$ cat src/sv/stlp_pkg.sv
// stlp_pkg: shared types and constants for the stall-to-load lookup.
// Used by the channel interfaces and the stall_to_load_percent top level.
`timescale 1ns / 1ps
`default_nettype none

package stlp_pkg;

    localparam int DEFAULT_TABLE_DEPTH = 16;

    localparam int VAL_W   = 16;   // speed and stall readings
    localparam int CNT_W   = 5;    // entries_in_use register
    localparam int SLOT_W  = 4;    // entry_index and nearest_entry
    localparam int PCT_W   = 7;    // load_percent
    localparam int QUO_MSB = 6;    // top quotient bit, result is at most 100
    localparam int DIVD_W  = 23;   // 16-bit magnitude times 100

    localparam logic [PCT_W-1:0] PCT_SCALE = 7'd100;

    localparam logic CMD_WRITE = 1'b0;
    localparam logic CMD_QUERY = 1'b1;

    typedef struct packed {
        logic [VAL_W-1:0] speed;
        logic [VAL_W-1:0] noload;
        logic [VAL_W-1:0] fullload;
    } t_entry;

    typedef enum logic [3:0] {
        ST_IDLE,
        ST_CHK_FIRST,
        ST_CHK_LAST,
        ST_BS_RD,
        ST_BS_CMP,
        ST_NR_LO,
        ST_NR_HI,
        ST_FETCH,
        ST_CALC,
        ST_DIV,
        ST_DONE
    } t_state;

endpackage

`default_nettype wire

$ cat src/sv/stlp_in_if.sv
// stlp_in_if: valid/ready channel carrying command beats into the block.
// Field widths come from stlp_pkg.
`timescale 1ns / 1ps
`default_nettype none

interface stlp_in_if;
    logic                        valid;
    logic                        ready;
    logic                        command;
    logic [stlp_pkg::SLOT_W-1:0] entry_index;
    logic [stlp_pkg::VAL_W-1:0]  entry_speed;
    logic [stlp_pkg::VAL_W-1:0]  entry_noload_stall;
    logic [stlp_pkg::VAL_W-1:0]  entry_fullload_stall;
    logic [stlp_pkg::VAL_W-1:0]  query_speed;
    logic [stlp_pkg::VAL_W-1:0]  query_stall;

    modport source (
        output valid, command, entry_index, entry_speed, entry_noload_stall,
               entry_fullload_stall, query_speed, query_stall,
        input  ready
    );
    modport sink (
        input  valid, command, entry_index, entry_speed, entry_noload_stall,
               entry_fullload_stall, query_speed, query_stall,
        output ready
    );
endinterface

`default_nettype wire

$ cat src/sv/stlp_out_if.sv
// stlp_out_if: valid/ready channel carrying result beats out of the block.
// Field widths come from stlp_pkg.
`timescale 1ns / 1ps
`default_nettype none

interface stlp_out_if;
    logic                        valid;
    logic                        ready;
    logic [stlp_pkg::PCT_W-1:0]  load_percent;
    logic [stlp_pkg::SLOT_W-1:0] nearest_entry;
    logic                        calibration_error;

    modport source (
        output valid, load_percent, nearest_entry, calibration_error,
        input  ready
    );
    modport sink (
        input  valid, load_percent, nearest_entry, calibration_error,
        output ready
    );
endinterface

`default_nettype wire

$ cat src/sv/stall_to_load_percent.sv
// stall_to_load_percent: calibration table lookup and load percentage.
// Depends on stlp_pkg, stlp_in_if and stlp_out_if.
//
//  channel   | dir | handshake          | payload
//  ----------+-----+--------------------+----------------------------------------
//  i_in      | in  | valid/ready        | command, entry_*, query_speed/stall
//  o_out     | out | valid/ready        | load_percent, nearest_entry, cal. error
//  cfg       | in  | i_cfg_we, no wait  | entries_in_use (i_cfg_wdata)
//
// A write beat writes the table at the accepting edge.
// A query beat walks one table read port under a sequencer: one or two end
// checks, binary-search probes of a read and a compare each (at most
// floor(log2(TABLE_DEPTH))+1 probes) and a step to leave the loop, a
// nearest pick, an entry fetch, a restoring divide (skipped on a flat
// entry) and a hand-over.
// i_in.ready is high only in idle. A finished result waits in the sequencer
// until the output register is free, so a stalled sink stops new queries.
// Reset (synchronous, active low) clears the sequencer, the output valid and
// sets entries_in_use to 1; the table itself is not cleared.
`timescale 1ns / 1ps
`default_nettype none

module stall_to_load_percent #(
    parameter int TABLE_DEPTH = stlp_pkg::DEFAULT_TABLE_DEPTH
) (
    input  wire logic                        i_clk,
    input  wire logic                        i_rst_n,
    stlp_in_if.sink                          i_in,
    stlp_out_if.source                       o_out,
    input  wire logic                        i_cfg_we,
    input  wire logic [stlp_pkg::CNT_W-1:0]  i_cfg_wdata
);

    // IW addresses the table, CW holds counts up to TABLE_DEPTH itself.
    localparam int IW = (TABLE_DEPTH > 1) ? $clog2(TABLE_DEPTH) : 1;
    localparam int CW = $clog2(TABLE_DEPTH + 1);
    localparam int WW = (IW > stlp_pkg::SLOT_W) ? IW : stlp_pkg::SLOT_W;
    localparam int VW = stlp_pkg::VAL_W;
    localparam int DW = stlp_pkg::DIVD_W;

    // ---------------------------------------------------------------
    // Registers
    // ---------------------------------------------------------------
    stlp_pkg::t_state r_state, n_state;

    logic [stlp_pkg::CNT_W-1:0] r_eiu;

    stlp_pkg::t_entry r_mem [TABLE_DEPTH];
    stlp_pkg::t_entry r_rd;

    logic [VW-1:0] r_q,   n_q;       // query speed
    logic [VW-1:0] r_st,  n_st;      // query stall
    logic [CW-1:0] r_n,   n_n;       // active entry count
    logic [CW-1:0] r_lo,  n_lo;
    logic [CW-1:0] r_hi,  n_hi;
    logic [CW-1:0] r_mid, n_mid;
    logic [CW-1:0] r_idx, n_idx;     // chosen entry
    logic [VW-1:0] r_slo, n_slo;     // speed at lo after the search
    logic [DW-1:0] r_rem, n_rem;     // divide remainder
    logic [VW-1:0] r_den, n_den;     // divisor magnitude
    logic [stlp_pkg::PCT_W-1:0] r_quo, n_quo;
    logic [2:0]    r_step, n_step;
    logic          r_cerr, n_cerr;

    logic                          r_out_valid;
    logic [stlp_pkg::PCT_W-1:0]    r_out_pct;
    logic [stlp_pkg::SLOT_W-1:0]   r_out_near;
    logic                          r_out_err;

    logic [IW-1:0] rd_addr;

    // ---------------------------------------------------------------
    // Handshake decode
    // ---------------------------------------------------------------
    logic in_beat, wr_beat, q_beat, out_free, slot_ok;
    logic [WW-1:0] wr_wide;
    logic [IW-1:0] wr_addr;

    assign i_in.ready = (r_state == stlp_pkg::ST_IDLE);
    assign in_beat    = i_in.valid && i_in.ready;
    assign wr_beat    = in_beat && (i_in.command == stlp_pkg::CMD_WRITE);
    assign q_beat     = in_beat && (i_in.command == stlp_pkg::CMD_QUERY);
    assign out_free   = !r_out_valid || o_out.ready;

    // Slots beyond the table are dropped.
    assign slot_ok = int'(i_in.entry_index) < TABLE_DEPTH;
    assign wr_wide = WW'(i_in.entry_index);
    assign wr_addr = wr_wide[IW-1:0];

    // Clamp entries_in_use to 1..TABLE_DEPTH at query start.
    logic [CW-1:0] cnt_clamped;
    always_comb begin
        if (r_eiu == '0) begin
            cnt_clamped = CW'(1);
        end else if (int'(r_eiu) > TABLE_DEPTH) begin
            cnt_clamped = CW'(TABLE_DEPTH);
        end else begin
            cnt_clamped = CW'(r_eiu);
        end
    end

    // ---------------------------------------------------------------
    // Shared compare / arithmetic
    // ---------------------------------------------------------------
    logic          q_lt, q_gt;
    logic [CW:0]   mid_sum;
    logic [CW-1:0] n_minus1;
    logic          lo_le_hi;
    logic signed [VW:0] dlo, dhi;

    assign q_lt     = r_q < r_rd.speed;
    assign q_gt     = r_q > r_rd.speed;
    assign mid_sum  = {1'b0, r_lo} + {1'b0, r_hi};
    assign n_minus1 = r_n - CW'(1);
    assign lo_le_hi = r_lo <= r_hi;
    // Signed distances for the final nearest pick (unsorted tables too).
    assign dlo = $signed({1'b0, r_slo}) - $signed({1'b0, r_q});
    assign dhi = $signed({1'b0, r_q}) - $signed({1'b0, r_rd.speed});

    // Clamp the stall reading and form the magnitudes for the divide.
    // With noload below fullload the ratio is 0 or exactly 1, so the
    // quotient of the magnitudes is always the right answer.
    logic [VW-1:0]      normed;
    logic signed [VW:0] num_s, den_s;
    logic [VW-1:0]      num_mag, den_mag;
    logic [DW-1:0]      dividend;
    logic [DW-1:0]      div_shift;
    logic               div_take;

    always_comb begin
        if (r_rd.noload < r_st) begin
            normed = r_rd.noload;
        end else if (r_rd.fullload > r_st) begin
            normed = r_rd.fullload;
        end else begin
            normed = r_st;
        end
    end

    assign num_s    = $signed({1'b0, r_rd.noload}) - $signed({1'b0, normed});
    assign den_s    = $signed({1'b0, r_rd.noload}) - $signed({1'b0, r_rd.fullload});
    assign num_mag  = num_s[VW] ? VW'(-num_s) : num_s[VW-1:0];
    assign den_mag  = den_s[VW] ? VW'(-den_s) : den_s[VW-1:0];
    assign dividend = DW'(num_mag) * DW'(stlp_pkg::PCT_SCALE);

    // One restoring step per cycle, quotient bit r_step.
    assign div_shift = DW'(r_den) << r_step;
    assign div_take  = r_rem >= div_shift;

    // ---------------------------------------------------------------
    // Next state
    // ---------------------------------------------------------------
    always_comb begin
        n_state = r_state;
        case (r_state)
            stlp_pkg::ST_IDLE: begin
                if (q_beat) begin
                    n_state = stlp_pkg::ST_CHK_FIRST;
                end
            end
            stlp_pkg::ST_CHK_FIRST: begin
                n_state = q_lt ? stlp_pkg::ST_FETCH : stlp_pkg::ST_CHK_LAST;
            end
            stlp_pkg::ST_CHK_LAST: begin
                n_state = q_gt ? stlp_pkg::ST_FETCH : stlp_pkg::ST_BS_RD;
            end
            stlp_pkg::ST_BS_RD: begin
                if (lo_le_hi) begin
                    n_state = stlp_pkg::ST_BS_CMP;
                end else if (r_lo >= r_n) begin
                    n_state = stlp_pkg::ST_FETCH;
                end else begin
                    n_state = stlp_pkg::ST_NR_LO;
                end
            end
            stlp_pkg::ST_BS_CMP: begin
                if (q_lt) begin
                    n_state = (r_mid == '0) ? stlp_pkg::ST_FETCH : stlp_pkg::ST_BS_RD;
                end else if (q_gt) begin
                    n_state = stlp_pkg::ST_BS_RD;
                end else begin
                    n_state = stlp_pkg::ST_FETCH;
                end
            end
            stlp_pkg::ST_NR_LO: n_state = stlp_pkg::ST_NR_HI;
            stlp_pkg::ST_NR_HI: n_state = stlp_pkg::ST_FETCH;
            stlp_pkg::ST_FETCH: n_state = stlp_pkg::ST_CALC;
            stlp_pkg::ST_CALC: begin
                n_state = (den_s == '0) ? stlp_pkg::ST_DONE : stlp_pkg::ST_DIV;
            end
            stlp_pkg::ST_DIV: begin
                if (r_step == '0) begin
                    n_state = stlp_pkg::ST_DONE;
                end
            end
            stlp_pkg::ST_DONE: begin
                if (out_free) begin
                    n_state = stlp_pkg::ST_IDLE;
                end
            end
            default: n_state = stlp_pkg::ST_IDLE;
        endcase
    end

    // ---------------------------------------------------------------
    // Datapath controls and read address
    // ---------------------------------------------------------------
    always_comb begin
        n_q    = r_q;
        n_st   = r_st;
        n_n    = r_n;
        n_lo   = r_lo;
        n_hi   = r_hi;
        n_mid  = r_mid;
        n_idx  = r_idx;
        n_slo  = r_slo;
        n_rem  = r_rem;
        n_den  = r_den;
        n_quo  = r_quo;
        n_step = r_step;
        n_cerr = r_cerr;
        rd_addr = '0;
        case (r_state)
            stlp_pkg::ST_IDLE: begin
                // read entry 0 for the lower clamp
                n_q  = i_in.query_speed;
                n_st = i_in.query_stall;
                n_n  = cnt_clamped;
            end
            stlp_pkg::ST_CHK_FIRST: begin
                n_idx   = '0;
                rd_addr = n_minus1[IW-1:0];
            end
            stlp_pkg::ST_CHK_LAST: begin
                n_idx = n_minus1;
                n_lo  = '0;
                n_hi  = n_minus1;
            end
            stlp_pkg::ST_BS_RD: begin
                if (lo_le_hi) begin
                    n_mid   = mid_sum[CW:1];
                    rd_addr = mid_sum[IW:1];
                end else begin
                    n_idx   = r_hi;      // taken only by the lo-past-end guard
                    rd_addr = r_lo[IW-1:0];
                end
            end
            stlp_pkg::ST_BS_CMP: begin
                if (q_lt) begin
                    n_idx = '0;
                    n_hi  = r_mid - CW'(1);
                end else if (q_gt) begin
                    n_lo  = r_mid + CW'(1);
                end else begin
                    n_idx = r_mid;
                end
            end
            stlp_pkg::ST_NR_LO: begin
                n_slo   = r_rd.speed;
                rd_addr = r_hi[IW-1:0];
            end
            stlp_pkg::ST_NR_HI: begin
                n_idx = (dlo < dhi) ? r_lo : r_hi;
            end
            stlp_pkg::ST_FETCH: begin
                rd_addr = r_idx[IW-1:0];
            end
            stlp_pkg::ST_CALC: begin
                n_rem  = dividend;
                n_den  = den_mag;
                n_quo  = '0;
                n_step = 3'(stlp_pkg::QUO_MSB);
                n_cerr = (den_s == '0);
            end
            stlp_pkg::ST_DIV: begin
                if (div_take) begin
                    n_rem         = r_rem - div_shift;
                    n_quo[r_step] = 1'b1;
                end
                n_step = r_step - 3'd1;
            end
            default: begin
            end
        endcase
    end

    // ---------------------------------------------------------------
    // Sequential logic
    // ---------------------------------------------------------------
    always_ff @(posedge i_clk) begin
        if (!i_rst_n) begin
            r_state     <= stlp_pkg::ST_IDLE;
            r_eiu       <= stlp_pkg::CNT_W'(1);
            r_out_valid <= 1'b0;
        end else begin
            r_state <= n_state;
            if (i_cfg_we) begin
                r_eiu <= i_cfg_wdata;
            end
            if (r_state == stlp_pkg::ST_DONE && out_free) begin
                r_out_valid <= 1'b1;
            end else if (o_out.ready) begin
                r_out_valid <= 1'b0;
            end
        end
    end

    // Table: one write port, one registered read port.
    always_ff @(posedge i_clk) begin
        if (wr_beat && slot_ok) begin
            r_mem[wr_addr] <= '{speed:    i_in.entry_speed,
                                noload:   i_in.entry_noload_stall,
                                fullload: i_in.entry_fullload_stall};
        end
        r_rd <= r_mem[rd_addr];
    end

    logic [CW+stlp_pkg::SLOT_W-1:0] idx_wide;
    assign idx_wide = {{stlp_pkg::SLOT_W{1'b0}}, r_idx};

    always_ff @(posedge i_clk) begin
        r_q    <= n_q;
        r_st   <= n_st;
        r_n    <= n_n;
        r_lo   <= n_lo;
        r_hi   <= n_hi;
        r_mid  <= n_mid;
        r_idx  <= n_idx;
        r_slo  <= n_slo;
        r_rem  <= n_rem;
        r_den  <= n_den;
        r_quo  <= n_quo;
        r_step <= n_step;
        r_cerr <= n_cerr;
        if (r_state == stlp_pkg::ST_DONE && out_free) begin
            r_out_pct  <= r_cerr ? '0 : r_quo;
            r_out_near <= idx_wide[stlp_pkg::SLOT_W-1:0];
            r_out_err  <= r_cerr;
        end
    end

    assign o_out.valid             = r_out_valid;
    assign o_out.load_percent      = r_out_pct;
    assign o_out.nearest_entry     = r_out_near;
    assign o_out.calibration_error = r_out_err;

endmodule

`default_nettype wire

$ cat src/flat_wrapper.sv
// flat-port wrapper written by rule: the top's interface ports become plain ports
module stall_to_load_percent_flat 
#(
    parameter int TABLE_DEPTH = stlp_pkg::DEFAULT_TABLE_DEPTH
)
  (i_clk, i_rst_n, i_cfg_we, i_cfg_wdata, i_in_valid, i_in_command, i_in_entry_index, i_in_entry_speed, i_in_entry_noload_stall, i_in_entry_fullload_stall, i_in_query_speed, i_in_query_stall, i_in_ready, o_out_valid, o_out_load_percent, o_out_nearest_entry, o_out_calibration_error, o_out_ready);
  stlp_in_if i_in_i ();
  stlp_out_if o_out_i ();
  input  wire logic i_clk;
  input  wire logic i_rst_n;
  input  wire logic i_cfg_we;
  input  wire logic [stlp_pkg::CNT_W-1:0] i_cfg_wdata;
  input wire logic [$bits(i_in_i.valid)-1:0] i_in_valid;
  input wire logic [$bits(i_in_i.command)-1:0] i_in_command;
  input wire logic [$bits(i_in_i.entry_index)-1:0] i_in_entry_index;
  input wire logic [$bits(i_in_i.entry_speed)-1:0] i_in_entry_speed;
  input wire logic [$bits(i_in_i.entry_noload_stall)-1:0] i_in_entry_noload_stall;
  input wire logic [$bits(i_in_i.entry_fullload_stall)-1:0] i_in_entry_fullload_stall;
  input wire logic [$bits(i_in_i.query_speed)-1:0] i_in_query_speed;
  input wire logic [$bits(i_in_i.query_stall)-1:0] i_in_query_stall;
  output wire logic [$bits(i_in_i.ready)-1:0] i_in_ready;
  output wire logic [$bits(o_out_i.valid)-1:0] o_out_valid;
  output wire logic [$bits(o_out_i.load_percent)-1:0] o_out_load_percent;
  output wire logic [$bits(o_out_i.nearest_entry)-1:0] o_out_nearest_entry;
  output wire logic [$bits(o_out_i.calibration_error)-1:0] o_out_calibration_error;
  input wire logic [$bits(o_out_i.ready)-1:0] o_out_ready;
  assign i_in_i.valid = i_in_valid;
  assign i_in_i.command = i_in_command;
  assign i_in_i.entry_index = i_in_entry_index;
  assign i_in_i.entry_speed = i_in_entry_speed;
  assign i_in_i.entry_noload_stall = i_in_entry_noload_stall;
  assign i_in_i.entry_fullload_stall = i_in_entry_fullload_stall;
  assign i_in_i.query_speed = i_in_query_speed;
  assign i_in_i.query_stall = i_in_query_stall;
  assign i_in_ready = i_in_i.ready;
  assign o_out_valid = o_out_i.valid;
  assign o_out_load_percent = o_out_i.load_percent;
  assign o_out_nearest_entry = o_out_i.nearest_entry;
  assign o_out_calibration_error = o_out_i.calibration_error;
  assign o_out_i.ready = o_out_ready;
  stall_to_load_percent #(.TABLE_DEPTH(TABLE_DEPTH)) u_core (.i_clk(i_clk), .i_rst_n(i_rst_n), .i_in(i_in_i), .o_out(o_out_i), .i_cfg_we(i_cfg_we), .i_cfg_wdata(i_cfg_wdata));
endmodule
$ cat config.mk
export PLATFORM = sky130hd
export DESIGN_NAME = stall_to_load_percent_flat
export DESIGN_NICKNAME = d
export VERILOG_FILES = /design/src/sv/stlp_pkg.sv /design/src/sv/stlp_in_if.sv /design/src/sv/stlp_out_if.sv /design/src/sv/stall_to_load_percent.sv /design/src/flat_wrapper.sv
export SDC_FILE = /design/constraint.sdc
export NUM_CORES = 2
export LEC_CHECK = 0
export BUFFER_PORTS_ARGS = -buffer_cell sky130_fd_sc_hd__buf_2
export CELL_PAD_IN_SITES_DETAIL_PLACEMENT = 1
export CELL_PAD_IN_SITES_GLOBAL_PLACEMENT = 1
export CORE_AREA = 2 2 392 394
export DETAILED_ROUTE_END_ITERATION = 6
export DIE_AREA = 0 0 394 396
export HOLD_SLACK_MARGIN = 0.05
export PLACE_DENSITY_LB_ADDON = 0.1
export SYNTH_ARGS = -nofsm -noshare
export SYNTH_HDL_FRONTEND = slang
export SYNTH_SLANG_ARGS = --single-unit
$ cat constraint.sdc
create_clock -name i_clk -period 10.1 [get_ports i_clk]
set_clock_uncertainty 0.1 [all_clocks]
set_input_delay 1.515 -clock i_clk [delete_from_list [all_inputs] [get_ports i_clk]]
set_output_delay 1.515 -clock i_clk [all_outputs]
set_load 0.03 [all_outputs]
==> impl_metrics.toml <==
[timing]
min_period_over_period_pct = 86.4
final-max-slew-violation-count = 0
setup-violations-final = 0
tightest_pin_transition_ns = 1.23
post-route-worst-setup-slack_ns = 1.38
min_period_ns = 8.72
fmax_mhz = 115
timing.final.hold_violations = 0
timing.max_slew.rel_slack_pct = 17.7
fin_setup_tns_ns = 0
rsz0062_at_grt = "false"

[synthesis]
synth_cell_types = 81
adder_and_majority_cell_fraction_of_the_synthesized_area_pct = 6.60
synthSimpleGateAreaFrac_pct = 6.15
syn-num-nets = 3701
synth_warnings = 0
synth_top_flop_cell = "sky130_fd_sc_hd__edfxtp_1"
synth-async-reset-ratio_pct = 0
cell_count_after_synthesis = 3377
synth.avg_cell_area_sq_um = 13.4
combinational_family_with_the_most_area_after_synthesis = "multiplexers"
synth-edff-count = 902
synth_seq_area_share_pct = 62.2
mappedNetlistArea_sq_um = 45400
synth-compound-area-share_pct = 9.57
multiplexer_share_of_the_synthesized_area_pct = 10.5
ys_ff_latch = 960
synthXorXnorAreaFrac_pct = 2.35

[setup_path]
path_max_fanout = 16
critPathMostFrequentCell = "sky130_fd_sc_hd__ha_1"
worst_r2r_startpoint = "u_core.r_st[1]"
worstPathRequired_ns = 10.43
setup.reg_to_reg.worst_slack_ns = 1.38
max_stage_delay_ns = 0.56
critical_path.endpoint_type = "flip-flop"
setup.worst_path.class = "reg -> reg"
critPathLaunchType = "flip-flop"
ff2ff_path_depth = 38
critical-path-top-delay-family = "compound AO/OA/AOI/OAI gates"
critical_path.n_buffers_inverters = 5
cp.arrival_ns = 9.05
r2r-end = "u_core.r_rem[21]"
crit_slowest_cell = "sky130_fd_sc_hd__o41ai_1"

[hold_path]
hold_path.startpoint = "u_core.r_rd[35]"
endpoint_of_the_worst_hold_path = "u_core.r_slo[3]"
min_path_type = "reg -> reg"
min_delay_path_depth = 0

[global_routing]
gr-total-overflow = 0
vias_in_the_first_global_route = 29547
grt_max_degree = 121
grt_antenna_before_repair = 31
globalRouteTotalUtil_pct = 16.9
wire_length_of_the_first_global_routing_pass_microns = 197000

[clock_network]
cts_tree = "built"
post_cts_buffers = 0
cts_root_buf = "sky130_fd_sc_hd__clkbuf_16"
clock_net_sink_count = 960
post_cts_resized = 0
path_clk_slew_ns = 0.06
holdBufCountCts = 0
cts_buffer_depth = 3
worst_skew_pair.late_latency_ns = 0.73
htreeDepth = 3
numCtsBuffers = 109

[layout]
finalCoreUtilization_pct = 34.4
layout.cells.most_common_list = "902 x sky130_fd_sc_hd__edfxtp_1, 349 x sky130_fd_sc_hd__mux2i_1, 302 x sky130_fd_sc_hd__a21oi_1, 212 x sky130_fd_sc_hd__ha_1, 181 x sky130_fd_sc_hd__nand2_1"
drive_above_1_share_pct = 12.8
commonest_non_fill_non_tap_cell_in_the_layout = "sky130_fd_sc_hd__edfxtp_1"
areaGrowthSynthToFinish_pct = 14.8
finalNetCount = 3833

[floorplan]
floorplan_die_area_sq_um = 156000
rows = 143
start_util_pct = 29.9
fp.dieH_microns = 396
floorplan.die.width_microns = 394
coreArea_sq_um = 152000
io_pins = 109

[placement]
portBuffers = 108
place.gp.congestion = 0.820
place_hpwl_microns = 84600
dp_slack_ns = 1.35

[detailed_routing]
routed_wirelength_microns = 133000
routedWlPerCell_microns = 23.7
drc_violations_left = 0
drt_pre_antenna_iters = 5
antenna_violating_nets_post_route = 0
detail_route.iter0.violations = 1436
detail_route.vias_per_cell = 4.92
via_count = 27690

[status]
status = "completed"

[job]
cap_viol_max_count = 0
[flip-flops by register name, summed over array words and instances (netlist names)]
signal and count:
u_core.r_mem 768, u_core.r_rd 48, u_core.r_rem 23, u_core.r_den 16, u_core.r_q 16, u_core.r_slo 16
u_core.r_st 16, u_core.o_out.load_percent 7, u_core.r_quo 7, u_core.r_eiu 5, u_core.r_hi 5, u_core.r_lo 5
u_core.r_mid 5, u_core.r_n 5, u_core.o_out.nearest_entry 4, u_core.r_idx 4, u_core.r_state 4, u_core.r_step 3
u_core.o_out.calibration_error 1, u_core.o_out.valid 1, u_core.r_cerr 1
[synthesized netlist by cell type, drive strengths merged (5+ instances only)]
library cell | instances | share of area [%]
o211ai | 11 | 0.18
o21a | 26 | 0.43
o22ai | 6 | 0.083
a21oi | 302 | 3.3
inv | 165 | 1.4
or3 | 13 | 0.19
nor3 | 42 | 0.46
nand3 | 89 | 0.98
and2 | 13 | 0.18
xor2 | 53 | 1.0
clkbuf | 101 | 0.84
dfxtp | 58 | 2.6
nor2 | 120 | 0.99
nand3b | 6 | 0.11
xnor2 | 69 | 1.3
a31oi | 21 | 0.30
ha | 212 | 5.8
o21ai | 171 | 1.9
o31a | 6 | 0.12
nand2b | 28 | 0.39
nand2 | 181 | 1.5
a221o | 5 | 0.11
nor4 | 9 | 0.12
mux2 | 102 | 2.5
fa | 17 | 0.75
a211oi | 23 | 0.39
nand4 | 17 | 0.23
a21o | 39 | 0.65
mux4 | 5 | 0.25
a22oi | 50 | 0.83
and3 | 11 | 0.15
o31ai | 6 | 0.13
mux2i | 349 | 7.7
edfxtp | 902 | 60
o21bai | 14 | 0.23
buf | 39 | 0.40
nor2b | 33 | 0.47
[area by class of cell]
cell class	count	area [sq um]
fill	15934	99500
sequential	960	28200
multi-input combinational	2111	16200
tap	2030	2540
inverter	166	623
clock buffer	136	2870
antenna	3	7.51
clock inverter	60	671
timing repair buffer	161	976
[layer usage]
metal	part of all wire, %	GRT usage [%]
met1	46	22.3
met2	48	28.6
met3	3.5	2.76
met4	2.6	4.58
met5	0.087	0
[cell families (layout without fill, tap and decap cells)]
kind of cell	after synthesis	in the layout
other cells	0	3
fa+ha+maj	229	229
flops	960	960
xor+xnor	122	122
simple gates	582	582
compound gates	722	722
mux	456	456
buf+inv	306	523
[through the flow]
step,cell area [sq um],hold slack [ns],std cells
after global routing,52100,0.346,5624
after detailed placement,48500,0.325,5428
after global placement,48500,0.319,5428
final,52100,0.335,5627
after floorplan,45400,0.308,3377
after CTS,52100,0.337,5624
[worst max path at each step]
stage / start / end / slack, ns / depth (start not counted)
floorplan: u_core.r_state[1] / u_core.r_mem[0][0] / 0.11 / 6
global placement: u_core.r_st[1] / u_core.r_rem[21] / 1.50 / 38
detailed placement: u_core.r_st[1] / u_core.r_rem[21] / 1.35 / 38
CTS: u_core.r_st[1] / u_core.r_rem[21] / 1.31 / 38
global route: u_core.r_st[1] / u_core.r_rem[21] / 0.57 / 38
finish: u_core.r_st[1] / u_core.r_rem[21] / 1.38 / 38
[worst reg2reg max path, delay by kind of cell, from the launching register on]
| kind | cells | cell delay [ns] |
|---|---|---|
| AOI/OAI and AO/OA | 16 | 3.63 |
| xor gates and xnor gates | 2 | 0.46 |
| adders and majority gates | 7 | 2.21 |
| buffers and inverters | 5 | 0.69 |
| DFF | 1 | 0.36 |
| muxes | 3 | 0.47 |
| and+or+nand+nor | 5 | 0.52 |
Power is left out: the tool's default activity adds up to more than one toggle a clock period on the data nets, which glitch-free logic cannot reach.
